===== config.mk =====
export PLATFORM = sky130hd
export DESIGN_NAME = button_press_classifier_top
export DESIGN_NICKNAME = d
export VERILOG_FILES = /design/src/rtl/bpc_pkg.sv /design/src/rtl/bpc_regs.sv /design/src/rtl/button_press_classifier_top.sv
export VERILOG_INCLUDE_DIRS = /design/src /design/src/rtl
export SDC_FILE = /design/constraint.sdc
export NUM_CORES = 1
export LEC_CHECK = 0
export BUFFER_PORTS_ARGS = -buffer_cell sky130_fd_sc_hd__buf_4
export CORE_ASPECT_RATIO = 0.7
export CORE_MARGIN = 8
export CORE_UTILIZATION = 55
export CTS_CLUSTER_DIAMETER = 30
export DETAILED_ROUTE_END_ITERATION = 10
export PLACE_DENSITY = 0.73
export SYNTH_ARGS = -nofsm -noshare
export SYNTH_HDL_FRONTEND = slang
export SYNTH_HIERARCHICAL = 1
export SYNTH_SLANG_ARGS = --single-unit

===== constraint.sdc =====
create_clock -name i_clk -period 10.7 [get_ports i_clk]
set_input_delay 3.21 -clock i_clk [delete_from_list [all_inputs] [get_ports i_clk]]
set_output_delay 3.21 -clock i_clk [all_outputs]
set_load 0.05 [all_outputs]

===== src/rtl/button_press_classifier_top_assert.svh =====
// ----------------------------------------------------------------------------
// Button press classifier assertion macros
// Shared concurrent assertion forms, clocked on i_clk, held off during reset.
// ----------------------------------------------------------------------------
`ifndef BUTTON_PRESS_CLASSIFIER_TOP_ASSERT_SVH
`define BUTTON_PRESS_CLASSIFIER_TOP_ASSERT_SVH

// The consequent must hold in the same cycle as the antecedent.
`define BPC_ASSERT_NOW(lbl, ante, cons, msg) \
    lbl: assert property (@(posedge i_clk) disable iff (!i_rst_n) (ante) |-> (cons)) \
        else $error(msg);

// The consequent must hold in the cycle after the antecedent.
`define BPC_ASSERT_NEXT(lbl, ante, cons, msg) \
    lbl: assert property (@(posedge i_clk) disable iff (!i_rst_n) (ante) |=> (cons)) \
        else $error(msg);

`endif


===== src/rtl/bpc_pkg.sv =====
// ----------------------------------------------------------------------------
// Button press classifier package
// Shared widths, event codes, register map and configuration type.
// ----------------------------------------------------------------------------
package bpc_pkg;

    localparam int TIME_BITS_DEF = 48;
    localparam int CFG_BITS      = 24;
    localparam int ADDR_BITS     = 4;
    localparam int DATA_BITS     = 32;
    localparam int OUT_BITS      = 8;

    localparam logic [CFG_BITS-1:0] DEBOUNCE_RST   = 24'd40000;
    localparam logic [CFG_BITS-1:0] DOUBLE_GAP_RST = 24'd350000;
    localparam logic [CFG_BITS-1:0] LONG_PRESS_RST = 24'd1200000;

    // Register index, taken from paddr[3:2].
    localparam logic [1:0] REG_DEBOUNCE   = 2'd0;
    localparam logic [1:0] REG_DOUBLE_GAP = 2'd1;
    localparam logic [1:0] REG_LONG_PRESS = 2'd2;

    typedef enum logic [1:0] {
        EV_NONE   = 2'd0,
        EV_SHORT  = 2'd1,
        EV_DOUBLE = 2'd2,
        EV_LONG   = 2'd3
    } t_event;

    typedef struct packed {
        logic [CFG_BITS-1:0] debounce_time;
        logic [CFG_BITS-1:0] double_gap_time;
        logic [CFG_BITS-1:0] long_press_time;
    } t_cfg;

endpackage


===== src/rtl/bpc_regs.sv =====
// ----------------------------------------------------------------------------
// Button press classifier register file
// APB-style write and read access to the three timing registers.
// ----------------------------------------------------------------------------
module bpc_regs (
    input  logic                           i_clk,
    input  logic                           i_rst_n,
    input  logic                           psel,
    input  logic                           penable,
    input  logic                           pwrite,
    input  logic [bpc_pkg::ADDR_BITS-1:0]  paddr,
    input  logic [bpc_pkg::DATA_BITS-1:0]  pwdata,
    output logic [bpc_pkg::DATA_BITS-1:0]  prdata,
    output logic                           pready,
    output bpc_pkg::t_cfg                  o_cfg
);

    bpc_pkg::t_cfg r_cfg;
    logic [1:0]    reg_idx;
    logic          wr_en;

    assign reg_idx = paddr[3:2];
    assign wr_en   = psel && penable && pwrite;
    assign pready  = 1'b1;
    assign o_cfg   = r_cfg;

    always_ff @(posedge i_clk) begin
        if (!i_rst_n) begin
            r_cfg.debounce_time   <= bpc_pkg::DEBOUNCE_RST;
            r_cfg.double_gap_time <= bpc_pkg::DOUBLE_GAP_RST;
            r_cfg.long_press_time <= bpc_pkg::LONG_PRESS_RST;
        end else if (wr_en) begin
            unique case (reg_idx)
                bpc_pkg::REG_DEBOUNCE:   r_cfg.debounce_time   <= pwdata[bpc_pkg::CFG_BITS-1:0];
                bpc_pkg::REG_DOUBLE_GAP: r_cfg.double_gap_time <= pwdata[bpc_pkg::CFG_BITS-1:0];
                bpc_pkg::REG_LONG_PRESS: r_cfg.long_press_time <= pwdata[bpc_pkg::CFG_BITS-1:0];
                default: ;
            endcase
        end
    end

    always_comb begin
        unique case (reg_idx)
            bpc_pkg::REG_DEBOUNCE:
                prdata = bpc_pkg::DATA_BITS'(r_cfg.debounce_time);
            bpc_pkg::REG_DOUBLE_GAP:
                prdata = bpc_pkg::DATA_BITS'(r_cfg.double_gap_time);
            bpc_pkg::REG_LONG_PRESS:
                prdata = bpc_pkg::DATA_BITS'(r_cfg.long_press_time);
            default:
                prdata = '0;
        endcase
    end

endmodule


===== src/rtl/button_press_classifier_top.sv =====
// ----------------------------------------------------------------------------
// Button press classifier
// Debounces polls of an active-low button and reports short, double and
// long presses, one event code per poll.
// ----------------------------------------------------------------------------
//  Channel   Direction  Contents
//  s_axis    in         poll request: pin level, timestamp
//  m_axis    out        event code for each poll
//  apb       in/out     debounce, double gap and long press times
//
//  The state update of a poll is done between the input register and the
//  result register, which holds its event; one poll is accepted per cycle
//  while m_axis does not stall. A result held by m_axis_tready low stalls
//  the classifier, but an empty input register still takes a poll. Reset is
//  synchronous and active low and restores the register defaults.
// ----------------------------------------------------------------------------
`include "button_press_classifier_top_assert.svh"

module button_press_classifier_top #(
    parameter int TIME_BITS = bpc_pkg::TIME_BITS_DEF
) (
    input  logic                           i_clk,
    input  logic                           i_rst_n,
    input  logic                           s_axis_tvalid,
    output logic                           s_axis_tready,
    // [0] pin_level, [TIME_BITS:1] time_now, zero padded above
    input  logic [((TIME_BITS+8)/8)*8-1:0] s_axis_tdata,
    output logic                           m_axis_tvalid,
    input  logic                           m_axis_tready,
    // [1:0] event_code, zero padded above
    output logic [bpc_pkg::OUT_BITS-1:0]   m_axis_tdata,
    input  logic                           psel,
    input  logic                           penable,
    input  logic                           pwrite,
    input  logic [bpc_pkg::ADDR_BITS-1:0]  paddr,
    input  logic [bpc_pkg::DATA_BITS-1:0]  pwdata,
    output logic [bpc_pkg::DATA_BITS-1:0]  prdata,
    output logic                           pready
);

    bpc_pkg::t_cfg cfg;

    bpc_regs u_regs (
        .i_clk   (i_clk),
        .i_rst_n (i_rst_n),
        .psel    (psel),
        .penable (penable),
        .pwrite  (pwrite),
        .paddr   (paddr),
        .pwdata  (pwdata),
        .prdata  (prdata),
        .pready  (pready),
        .o_cfg   (cfg)
    );

    // Input stage.
    logic                 r_in_valid;
    logic                 r_in_level;
    logic [TIME_BITS-1:0] r_in_time;

    // Classifier state.
    logic                 r_last_raw;
    logic                 r_stable;
    logic [TIME_BITS-1:0] r_raw_chg_time;
    logic [TIME_BITS-1:0] r_press_time;
    logic [TIME_BITS-1:0] r_release_time;
    logic                 r_short_wait;
    logic                 r_long_rep;

    // Result stage.
    logic                 r_out_valid;
    bpc_pkg::t_event      r_out_event;

    logic                 n_last_raw;
    logic                 n_stable;
    logic [TIME_BITS-1:0] n_raw_chg_time;
    logic [TIME_BITS-1:0] n_press_time;
    logic [TIME_BITS-1:0] n_release_time;
    logic                 n_short_wait;
    logic                 n_long_rep;
    bpc_pkg::t_event      n_event;

    logic                 advance;
    logic                 fire;

    logic [TIME_BITS-1:0] now;
    logic                 raw;
    logic [TIME_BITS-1:0] d_deb;
    logic [TIME_BITS-1:0] d_long;
    logic [TIME_BITS-1:0] d_gap;
    logic                 deb_old;
    logic                 long_old;
    logic                 gap_old;
    logic                 raw_chg;
    logic                 deb_ok;
    logic                 press_acc;
    logic                 release_set;
    logic                 done;
    logic                 long_hit;
    logic                 gap_hit;

    assign advance       = !r_out_valid || m_axis_tready;
    assign fire          = r_in_valid && advance;
    assign s_axis_tready = !r_in_valid || advance;

    assign m_axis_tvalid = r_out_valid;
    assign m_axis_tdata  = bpc_pkg::OUT_BITS'(r_out_event);

    assign now = r_in_time;
    assign raw = r_in_level;

    // Elapsed-time tests against the stored stamps; a negative
    // difference is below every threshold.
    assign d_deb    = now - r_raw_chg_time;
    assign d_long   = now - r_press_time;
    assign d_gap    = now - r_release_time;
    assign deb_old  = (now >= r_raw_chg_time) && (d_deb >= TIME_BITS'(cfg.debounce_time));
    assign long_old = (now >= r_press_time) && (d_long >= TIME_BITS'(cfg.long_press_time));
    assign gap_old  = (now >= r_release_time) && (d_gap > TIME_BITS'(cfg.double_gap_time));

    always_comb begin
        n_last_raw     = r_last_raw;
        n_stable       = r_stable;
        n_raw_chg_time = r_raw_chg_time;
        n_press_time   = r_press_time;
        n_release_time = r_release_time;
        n_short_wait   = r_short_wait;
        n_long_rep     = r_long_rep;
        n_event        = bpc_pkg::EV_NONE;
        press_acc      = 1'b0;
        release_set    = 1'b0;
        done           = 1'b0;

        raw_chg = (raw != r_last_raw);
        if (raw_chg) begin
            n_last_raw     = raw;
            n_raw_chg_time = now;
        end

        // A change stamped on this very poll has zero elapsed time.
        deb_ok = raw_chg ? (cfg.debounce_time == '0) : deb_old;

        if ((raw != r_stable) && deb_ok) begin
            n_stable = raw;
            if (!raw) begin
                n_press_time = now;
                n_long_rep   = 1'b0;
                press_acc    = 1'b1;
            end else if (r_long_rep || long_old) begin
                // Release of a long press gives no event.
                n_short_wait   = 1'b0;
                n_release_time = '0;
                n_long_rep     = 1'b1;
                done           = 1'b1;
            end else if (r_short_wait && (r_release_time != '0) && !gap_old) begin
                n_short_wait   = 1'b0;
                n_release_time = '0;
                n_event        = bpc_pkg::EV_DOUBLE;
                done           = 1'b1;
            end else begin
                n_short_wait   = 1'b1;
                n_release_time = now;
                release_set    = 1'b1;
            end
        end

        long_hit = press_acc ? (cfg.long_press_time == '0) : long_old;
        gap_hit  = release_set ? 1'b0 : gap_old;

        if (!done && !n_stable && !n_long_rep && (n_press_time != '0) && long_hit) begin
            n_long_rep     = 1'b1;
            n_short_wait   = 1'b0;
            n_release_time = '0;
            n_event        = bpc_pkg::EV_LONG;
        end else if (!done && n_short_wait && n_stable && (n_release_time != '0)
                     && gap_hit) begin
            n_short_wait   = 1'b0;
            n_release_time = '0;
            n_event        = bpc_pkg::EV_SHORT;
        end
    end

    always_ff @(posedge i_clk) begin
        if (!i_rst_n) begin
            r_in_valid <= 1'b0;
        end else if (s_axis_tready) begin
            r_in_valid <= s_axis_tvalid;
        end
    end

    always_ff @(posedge i_clk) begin
        if (s_axis_tvalid && s_axis_tready) begin
            r_in_level <= s_axis_tdata[0];
            r_in_time  <= s_axis_tdata[TIME_BITS:1];
        end
    end

    always_ff @(posedge i_clk) begin
        if (!i_rst_n) begin
            r_last_raw     <= 1'b1;
            r_stable       <= 1'b1;
            r_raw_chg_time <= '0;
            r_press_time   <= '0;
            r_release_time <= '0;
            r_short_wait   <= 1'b0;
            r_long_rep     <= 1'b0;
            r_out_valid    <= 1'b0;
            r_out_event    <= bpc_pkg::EV_NONE;
        end else if (fire) begin
            r_last_raw     <= n_last_raw;
            r_stable       <= n_stable;
            r_raw_chg_time <= n_raw_chg_time;
            r_press_time   <= n_press_time;
            r_release_time <= n_release_time;
            r_short_wait   <= n_short_wait;
            r_long_rep     <= n_long_rep;
            r_out_valid    <= 1'b1;
            r_out_event    <= n_event;
        end else if (m_axis_tready) begin
            r_out_valid    <= 1'b0;
        end
    end

    `BPC_ASSERT_NEXT(a_long_marks_reported, fire && (n_event == bpc_pkg::EV_LONG), r_long_rep, "long event without long flag set")
    `BPC_ASSERT_NEXT(a_event_clears_wait, fire && (n_event != bpc_pkg::EV_NONE), !r_short_wait && (r_release_time == '0), "event left a short press waiting")
    `BPC_ASSERT_NEXT(a_stall_holds_state, !advance, $stable(r_stable) && $stable(r_short_wait) && $stable(r_long_rep), "classifier state moved during a stall")
    `BPC_ASSERT_NOW(a_stall_blocks_input, r_in_valid && r_out_valid && !m_axis_tready, !s_axis_tready, "input taken while both stages are full")

endmodule

# Word level (Yosys, flattened, before mapping)
# Cells that the tools add are included.
[word_totals] regBits=273 input_bits=99 output_inout_bits=43 word_cells=105
[op_classes] addsub=3 order_cmp=6 n_eq_ne=4 mux=39 reduce_logical=38
[ops] operator="48-bit two-way mux" n=8
[ops] operator="48-bit >= comparator" n=3
[ops] operator="48-bit nonzero test" n=3
[ops] operator="48-bit subtractor" n=3
[ops] operator="48-bit by 24-bit >= comparator with 1-bit output" n=2
[ops] operator="24-bit case mux with 3 select lines" n=1
[ops] operator="48-bit by 24-bit > comparator with 1-bit output" n=1
[ops] operator="24-bit zero test" n=2
[ops] operator="1-bit two-way mux" n=24
[ops] operator="1-bit logical AND" n=18
[ops] operator="2-bit two-way mux" n=6
[ops] operator="2-bit AND reduction" n=4
[ops] operator="1-bit zero test" n=6
[ops] operator="1-bit logical OR" n=3
[ops] operator="2-bit by 1-bit == test with 1-bit output, second input constant" n=1
[ops] operator="2-bit == test, second input constant" n=1
[ops] operator="2-bit zero test" n=1
[ops] operator="1-bit != test" n=2
[ops] operator="2-bit nonzero test" n=1

# Longest topological paths before layout
# Gate-level depths: netlist (run 1).
[depth] word_depth=16 ltp_mapped=29 ltp_nobuf=27

# Cells and area by module
# The synthesis (run 1) kept the hierarchy.
[modules_own_cells] mod="button_press_classifier_top" instances=1 cells_each=2581 area_per_inst_um2=19616.3 seq_area_each_um2=4514.3
[modules_own_cells] mod="bpc_regs" instances=1 cells_each=379 area_per_inst_um2=3390.8 seq_area_each_um2=1441.4

# Worst setup path before layout (run 1)
# OpenSTA, ideal clock, no wires.
[synth_path] path_type="input port to output port" startpoint="input port paddr[2] (netlist name)" endpoint="output port prdata[18] (netlist name)" arrival_time_ns=4.820 required_ns=7.490 path_slack_ns=2.670 stages=4 path_buffers=2 path_cell_list="buf_6 > clkbuf_1 > mux2i_1 > o21ai_0"
[synth_via] elab_chain_len=2 elab_cells_between_ends=4 cone_classes="2 x eq/ne; 1 x mux; 1 x reduce/logical"
[synth_lines] item="start: declaration" line="button_press_classifier_top.sv:35" text="input logic [bpc_pkg::ADDR_BITS-1:0] paddr,"
[synth_lines] item="2-bit == test (tied with other cells)" line="bpc_regs.sv:43" text="unique case (reg_idx)"
[synth_lines] item="24-bit case mux with 3 select lines (*)" line="bpc_regs.sv:43"
[synth_lines] item="end: declaration" line="button_press_classifier_top.sv:37" text="output logic [bpc_pkg::DATA_BITS-1:0] prdata,"
# Mark *: on every way between the ends. The rest lies on a longest branch, timed or not.

# Worst setup path in the final report (run 1)
[layout_path] startpoint="register r_in_time[0] (netlist: now[0])" endpoint="register r_release_time[31]"
[layout_via] elab_chain_len=16 elab_cells_between_ends=55 cone_classes="3 x add/sub; 6 x order compare; 26 x mux; 20 x reduce/logical"
[layout_lines] item="start: declaration" line="button_press_classifier_top.sv:59" text="logic [TIME_BITS-1:0] r_in_time;"
[layout_lines] item="start signal: assignment" line="button_press_classifier_top.sv:194" text="r_in_time <= s_axis_tdata[TIME_BITS:1];"
[layout_lines] item="parallel branches: the longest is 15 deep, another holds 48-bit subtractor"
[layout_lines] item="48-bit two-way mux (*)" line="button_press_classifier_top.sv:170" text="if (!done && !n_stable && !n_long_rep && (n_press_time != '0) && long_hit) begin"
[layout_lines] item="end signal: assignment" line="button_press_classifier_top.sv:214" text="r_release_time <= n_release_time;"
[layout_lines] item="end: declaration" line="button_press_classifier_top.sv:66" text="logic [TIME_BITS-1:0] r_release_time;"
# Mark *: on every way between the ends.
# A chain may end at the register's enable or synchronous reset.

==> metrics.md, run 1 <==
| Metric | Value |
|---|---|
| Result of the run | completed |
| Number of antenna repair diodes | 0 |
| Via count of the routed design | 22.8k |
| Vertical die dimension | 187 um |
| Largest clock skew in the final design | 0.0581 ns |
| Combined global-route utilization of all metal layers | 31.6% |
| Biggest area consumer among synthesized cells | dfxtp_1 |
| Setup violations, final | 0 |
| Routed wire length per instance | 22.7 um |
| Critical Path Max Stage Delay | 0.86 ns |
| EDFF count, synth | 49 |
| Post-CTS setup repair buffer count | 0 |
| Cell types with the largest area share after synthesis | dfxtp_1 19%, ha_1 12%, mux2i_1 6.4%, edfxtp_1 6.4%, nand2_1 6.4% |
| Synthesis warning total | 6 |
| Pin count of the biggest net entering global routing | 154 |
| Crit path DAT | 8.20 ns |
| H-tree lvl count | 2 |
| First-pass GRT wire length | 123,000 um |
| CTS tree | done |
| Number of buffers inserted by hold repair at cts | 0 |
| Initial antenna violation count | 0 |
| Total standard cell area after synthesis | 23,000 um^2 |
| Clock network fraction of design power | 46.9% |
| Setup crit end kind | flip-flop |
| Fraction of power consumed by sequential logic | 30.8% |
| Switch share | 32.8% |
| Worst-path fanout max | 49 |
| Worst slew margin | 19.7% |
| Boundary pin count | 142 |
| Syn-to-layout area delta | 12.5% |
| Portion of the post-synthesis area used by sequential elements | 25.9% |
| Fin. Hold Viols | 0 |
| Master cell of the clock root buffer | clkbuf_16 |
| Unique cell type count in the Yosys netlist | 94 |
| Unrepaired setup endpoints after global routing | no |
| Post-DR vias/cell | 6.36 |
| Standard cell core area | 41,100 um^2 |
| Start point of the critical path | now[0] |
| Full die area | 48,700 um^2 |
| Post-CTS sizing | 0 |
| Number of routed nets with antenna violations | 0 |
| Clock buffer count from CTS | 55 |
| Required time worst endpoint | 11.18 ns |
| Estimated wirelength of the detail-placed design | 64,100 um |
| Total power divided by cell area | 140 nW/um^2 |
| Total leakage power | 10.1 nW |
| Sum of buffers and inverters on the critical path | 1 |
| Crit path max-delay family | compound AO/OA/AOI/OAI gates |
| Vias in the first global route | 21.1k |
| Worst min-delay path class | flip-flop to flip-flop |
| Cell Rows | 62 |
| Flip-flop cell with the highest count after synthesis | dfxtp_1 |
| Switching component of the power | 1.19 mW |
| Internal power of the cells | 2.43 mW |
| Clk slew on worst S/H paths | 0.06 ns |
| Count of buffers inserted at the top-level ports | 109 |
| Syn_area_per_cell | 7.77 um^2 |
| Least setup slack across all paths after layout | 2.98 ns |
| First drt pass iteration count | 6 |
| Share of layout cells above drive strength 1 | 9.19% |
| Post-detailed-route DRC marker count | 0 |
| Total negative setup slack | 0 ns |
| Chip Width | 260 um |
| Final worst hold slack | 0.466 ns |
| Achievable clock frequency | 129 MHz |
| Classification of the worst setup path | flip-flop to flip-flop |
| Post-layout nets | 3,319 |
| Post-synthesis async set-or-reset flop share | 0% |
| Global placer's final weighted congestion | 0.974 |
| Worst slack at placement | 3.09 ns |
| Hold path startpoint | r_raw_chg_time[20] |
| Final Routed Wirelength | 81,300 um |
| Iter 0 DRT Violations | 2,529 |
| Number of max-slew violations in the final report | 0 |
| Number of register bits inferred by synthesis | 273 |
| Worst-margin pin slew | 1.21 ns |
| Combinational power share | 22.3% |
| Syn Inst Count | 2,960 |
| Number of sinks driven by the clock tree | 273 |
| Launch instance of the worst register-to-register path | now[0] |
| Crit path time final | 7.72 ns |
| Top-area cell type share of the netlist area | 19.5% |
| Critical path's slowest cell | o21ai_4 |
| Filler instances | 3,556 |
| Clock insertion delay at the later pin of the skew report | 0.60 ns |
| Startpoint type of the worst setup path | flip-flop |
| Largest buffer count on any clock path | 3 |
| Post-synth top cells | 392 x nand2_1, 266 x inv_1, 224 x dfxtp_1 |
| Period Utilization, post-route | 72.2% |
| GRT Residual Overflow | 0 |
| Dominant cell by count in the synthesized netlist | nand2_1 |
| Number of violations of the max-capacitance limit | 0 |
| Peak supply drop | 145 uV |
| Initial Util | 56.0% |
placed cells by master (no fill, tap or decap), types with 11 or more instances in the layout:
master     netlist  final
ha_1           216    216
and4_1          11     11
inv_1          266    266
or3_1           14     14
nand2b_1        11     11
o211ai_1        28     28
mux2i_1        148    148
a22o_1          49     49
o21a_1          29     29
nand2_1        392    392
o21bai_1        20     20
xnor2_1         54     54
nor2b_1         91     91
dfxtp_1        224    224
o21ai_0        170    170
nor4_1          69     69
a21boi_0        55     55
a211oi_1        29     29
edfxtp_1        49     49
nand3_1         45     45
and2_1          12     11
buf_4           17    143
nand4_1         91     91
and3_1          59     59
conb_1           3     15
nor2_1         134    132
xor2_1          43     43
a31oi_1         18     18
a21o_1          48     48
nor3_1          40     40
a21oi_1        205    205
clkbuf_16        0     56
cells by family after synthesis:
group / after synthesis / synth area share (%)
flops: 273 / 25.9
other cells: 3 / 0.0489
compound gates: 776 / 22.3
simple gates: 1003 / 21.6
mux: 151 / 6.59
buf+inv: 438 / 7.85
xor+xnor: 97 / 3.69
fa+ha+maj: 219 / 12.0
power groups by stage:
| stage | clock (mW) | sequential [mW] | combinational [mW] |
|---|---|---|---|
| floorplan | 0 | 1.12 | 0.555 |
| global placement | 0 | 1.13 | 0.769 |
| detailed placement | 0 | 1.13 | 0.783 |
| CTS | 1.70 | 1.11 | 0.787 |
| global route | 1.76 | 1.12 | 0.876 |
| finish | 1.70 | 1.11 | 0.808 |
worst register-to-register path, cell delays in order, from the launching register on:
cell	delay [ns]
edfxtp_1	0.55
inv_1	0.25
ha_1	0.28
nor2b_1	0.22
o2111ai_1	0.23
a211oi_1	0.42
or3_1	0.20
a31oi_1	0.12
o21ai_0	0.41
and2_1	0.21
o21ai_0	0.09
nand2b_1	0.12
xor2_1	0.22
ha_1	0.28
a21oi_1	0.15
o21a_1	0.15
o221ai_1	0.17
a311oi_1	0.53
o211ai_1	0.21
nor4_1	0.20
o2111ai_1	0.17
nor4_1	0.47
nand4_1	0.34
nand4_1	0.32
nor2_1	0.13
o21ai_4	0.86
and3_1	0.33
routing by layer:
layer / vias to the layer above / global-route usage [%] / share of wire (%)
met1: 10900 / 47.1 / 46
li1: 10700 / - / -
met4: 0 / 6.71 / 2.0
met5: - / 0 / 0
met3: 128 / 7.98 / 11
met2: 1091 / 45.1 / 41
per-stage QoR:
stage | cells | instance area, um^2 | util, % | total power [mW]
2_1_floorplan | 2972 | 23100 | - | 1.68
3_3_place_gp | 3488 | 24000 | 58.5 | 1.90
3_5_place_dp | 3488 | 24000 | 58.5 | 1.92
4_1_cts | 3590 | 25900 | 63.0 | 3.60
5_1_grt | 3590 | 25900 | 63.0 | 3.75
6_report | 3590 | 25900 | 63.0 | 3.62
registers in the layout, indices dropped and copies added, names as in the netlist, 2 cells and up:
name,count
r_press_time,48
now,48
r_raw_chg_time,48
u_regs/o_cfg,72
r_out_event,2
r_release_time,48
final cells by class:
type | instances | area, um^2 | area share [%]
multi-input cells | 2261 | 15300 | 59.2
flip-flops and latches | 273 | 5960 | 23.0
clock buffers | 67 | 1480 | 5.73
repair buffers | 144 | 1080 | 4.19
inverters | 266 | 998 | 3.86
well taps | 544 | 681 | 2.63
clock inverters | 35 | 370 | 1.43
worst paths after layout:
path	endpoint	slack, ns	cells after the start
setup / recovery	r_release_time[31]	2.98	26
hold / removal	r_raw_chg_time[20]	0.47	2
setup reg to reg	r_release_time[31]	2.98	26
hold reg to reg	r_raw_chg_time[20]	0.47	2
Note: power is estimated with default switching activity, not from simulation.
==> inputs of run 2 (changes only) <==
- clock period: 10.7 -> 7.4 ns (I/O delays scaled with it)
==> run 2 against run 1 <==
  * Combinational power up 44%
  * Register-to-register slack worse by 2.4 ns
  * Sequential power up 47%
  * Critical path depth unchanged
  * Design area down 0.13%
  * Sequential share of layout area about the same
  * Critical endpoint is now r_release_time[24]
  * Largest power group unchanged
==> metrics.md, run 2 (synthesis results as in run 1) <==
| Metric | Value |
|---|---|
| Number of violations of the max-capacitance limit | 0 (unchanged) |
| Final Util | 62.9% (was 63.0%) |
| Post-detailed-route DRC marker count | 0 (unchanged) |
| Achievable clock frequency | 145 MHz (was 129 MHz) |
| Number of routed nets with antenna violations | 0 (unchanged) |
| Count of buffers inserted at the top-level ports | 109 (unchanged) |
| First-pass GRT wire length | 127,000 um (was 123,000 um) |
| Total leakage power | 10.2 nW (was 10.1 nW) |
| GRT Residual Overflow | 0 (unchanged) |
| Via count of the routed design | 23.0k (was 22.8k) |
| Period Utilization, post-route | 92.9% (was 72.2%) |
| Post-CTS setup repair buffer count | 0 (unchanged) |
| Fin. Hold Viols | 0 (unchanged) |
| Number of buffers inserted by hold repair at cts | 0 (unchanged) |
| Crit path time final | 6.87 ns (was 7.72 ns) |
| Most used cells in the layout excluding fill and tap cells | 392 x nand2_1, 266 x inv_1, 224 x dfxtp_1 (unchanged) |
| Non-filler cells, final | 3,589 (was 3,590) |
| Total power divided by cell area | 201 nW/um^2 (was 140 nW/um^2) |
| Setup violations, final | 0 (unchanged) |
| Peak supply drop | 203 uV (was 145 uV) |
| Pin count of the biggest net entering global routing | 146 (was 154) |
| Clock insertion delay at the later pin of the skew report | 0.61 ns (was 0.60 ns) |
| Classification of the worst setup path | flip-flop to flip-flop (unchanged) |
| Master cell of the clock root buffer | clkbuf_16 (unchanged) |
| Unrepaired setup endpoints after global routing | no (unchanged) |
| Start point of the critical path | now[3] (was now[0]) |
| Chip Width | 260 um (unchanged) |
| Post-CTS sizing | 0 (unchanged) |
| Most common library cell in the layout ignoring fill and taps | nand2_1 (unchanged) |
| Worst-path fanout max | 49 (unchanged) |
| Largest buffer count on any clock path | 3 (unchanged) |
| Cell depth of the worst hold path | 2 (unchanged) |
| Global placer's final weighted congestion | 0.991 (was 0.974) |
| Worst-margin pin slew | 1.25 ns (was 1.21 ns) |
| Number of max-slew violations in the final report | 0 (unchanged) |
| Clock buffer count from CTS | 53 (was 55) |
| Number of sinks driven by the clock tree | 273 (unchanged) |
| Placed Instances | 3,490 (was 3,488) |
| Length in cells of the worst reg-to-reg path | 26 (unchanged) |
| Worst min-delay path class | flip-flop to flip-flop (unchanged) |
| Post-DR vias/cell | 6.40 (was 6.36) |
| Vias in the first global route | 21.6k (was 21.1k) |
| Clk slew on worst S/H paths | 0.05 ns (was 0.06 ns) |
| Cell Rows | 62 (unchanged) |
| H-tree lvl count | 2 (unchanged) |
| First drt pass iteration count | 6 (unchanged) |
| Startpoint type of the worst setup path | flip-flop (unchanged) |
| Result of the run | completed (unchanged) |
| Worst slew margin | 17.0% (was 19.7%) |
| Full die area | 48,700 um^2 (unchanged) |
| Crit path DAT | 7.41 ns (was 8.20 ns) |
| Combined global-route utilization of all metal layers | 32.8% (was 31.6%) |
| Estimated wirelength of the detail-placed design | 66,500 um (was 64,100 um) |
| Largest register FFs | 72 (unchanged) |
| Standard cell core area | 41,100 um^2 (unchanged) |
| Vertical die dimension | 187 um (unchanged) |
| Largest clock skew in the final design | 0.0295 ns (was 0.0581 ns) |
| Hold path startpoint | r_raw_chg_time[29] (was r_raw_chg_time[20]) |
| Final Routed Wirelength | 83,500 um (was 81,300 um) |
| Routed wire length per instance | 23.3 um (was 22.7 um) |
| Setup crit end kind | flip-flop (unchanged) |
| Required time worst endpoint | 7.94 ns (was 11.18 ns) |
| Launch instance of the worst register-to-register path | now[3] (was now[0]) |
| Post-layout nets | 3,319 (unchanged) |
| Power after layout | 5.20 mW (was 3.62 mW) |
| Syn-to-layout area delta | 12.4% (was 12.5%) |
| Initial Util | 56.0% (unchanged) |
| Boundary pin count | 142 (unchanged) |
| Initial antenna violation count | 3 (was 0) |
| Final worst hold slack | 0.462 ns (was 0.466 ns) |
| Number of antenna repair diodes | 0 (unchanged) |
| CTS tree | done (unchanged) |
| Share of layout cells above drive strength 1 | 9.29% (was 9.19%) |
| Total negative setup slack | 0 ns (unchanged) |
| Iter 0 DRT Violations | 2,722 (was 2,529) |
[run 2: changes by cell type in the layout (fill, tap and decap cells not counted), moves of 2 or more]
cell	delta
inv_16	+2
clkinv_4	+5
inv_6	+5
clkinv_2	+2
clkinvlp_4	-7
clkbuf_1	-4
inv_8	-2
clkbuf_16	-2
[run 2: per-layer routing]
layer / GRT usage [%] / vias up / part of all wire, %
met4: 7.90 / 6 / 1.9
met1: 48.0 / 10900 / 45
li1: - / 10700 / -
met2: 45.9 / 1214 / 40
met5: 0 / - / 0.046
met3: 10.3 / 126 / 13
[run 2: metrics by stage]
stage,setup WS [ns],area (um^2)
5_1_grt,0.0441,25900
3_5_place_dp,0.822,24100
4_1_cts,0.739,25900
6_report,0.527,25900
3_3_place_gp,0.914,24100
2_1_floorplan,1.35,23100
[run 2: final timing paths]
| check | to | slack, ns |
|---|---|---|
| max | r_release_time[24] | 0.53 |
| min reg2reg | r_raw_chg_time[29] | 0.46 |
| min | r_raw_chg_time[29] | 0.46 |
| max reg2reg | r_release_time[24] | 0.53 |
[run 2: cell type report]
class	count	area (um^2)
Clock buffer	61	1420
Clock inverter	38	383
Fill cell	3656	15300
Inverter	266	998
Multi-Input combinational cell	2261	15300
Sequential cell	273	5960
Tap cell	544	681
Timing Repair Buffer	146	1110
[run 2: critical path, cell delays in order, from the launching register on]
cell and delay, ns:
edfxtp_1 0.56, buf_4 0.27, ha_1 0.38, a21o_1 0.19
a21oi_1 0.23, a21oi_1 0.09, or2_2 0.32, nor2b_1 0.16
or2_2 0.30, a31oi_1 0.30, o21ai_0 0.16, xor2_1 0.22
ha_1 0.29, a211oi_1 0.24, nor2_1 0.08, o21ai_0 0.22
nand2_1 0.11, o211ai_1 0.14, nand3_1 0.15, nor4_1 0.39
nand4_1 0.14, nor4_1 0.40, a41o_1 0.43, o32ai_2 0.19
o21ai_2 0.16, buf_4 0.41, and3_1 0.24
[run 2: where the power goes]
| group | total [mW] | internal [mW] | switching [mW] |
|---|---|---|---|
| Combinational | 1.16 | 0.428 | 0.731 |
| Clock | 2.40 | 1.46 | 0.945 |
| Sequential | 1.63 | 1.56 | 0.0754 |
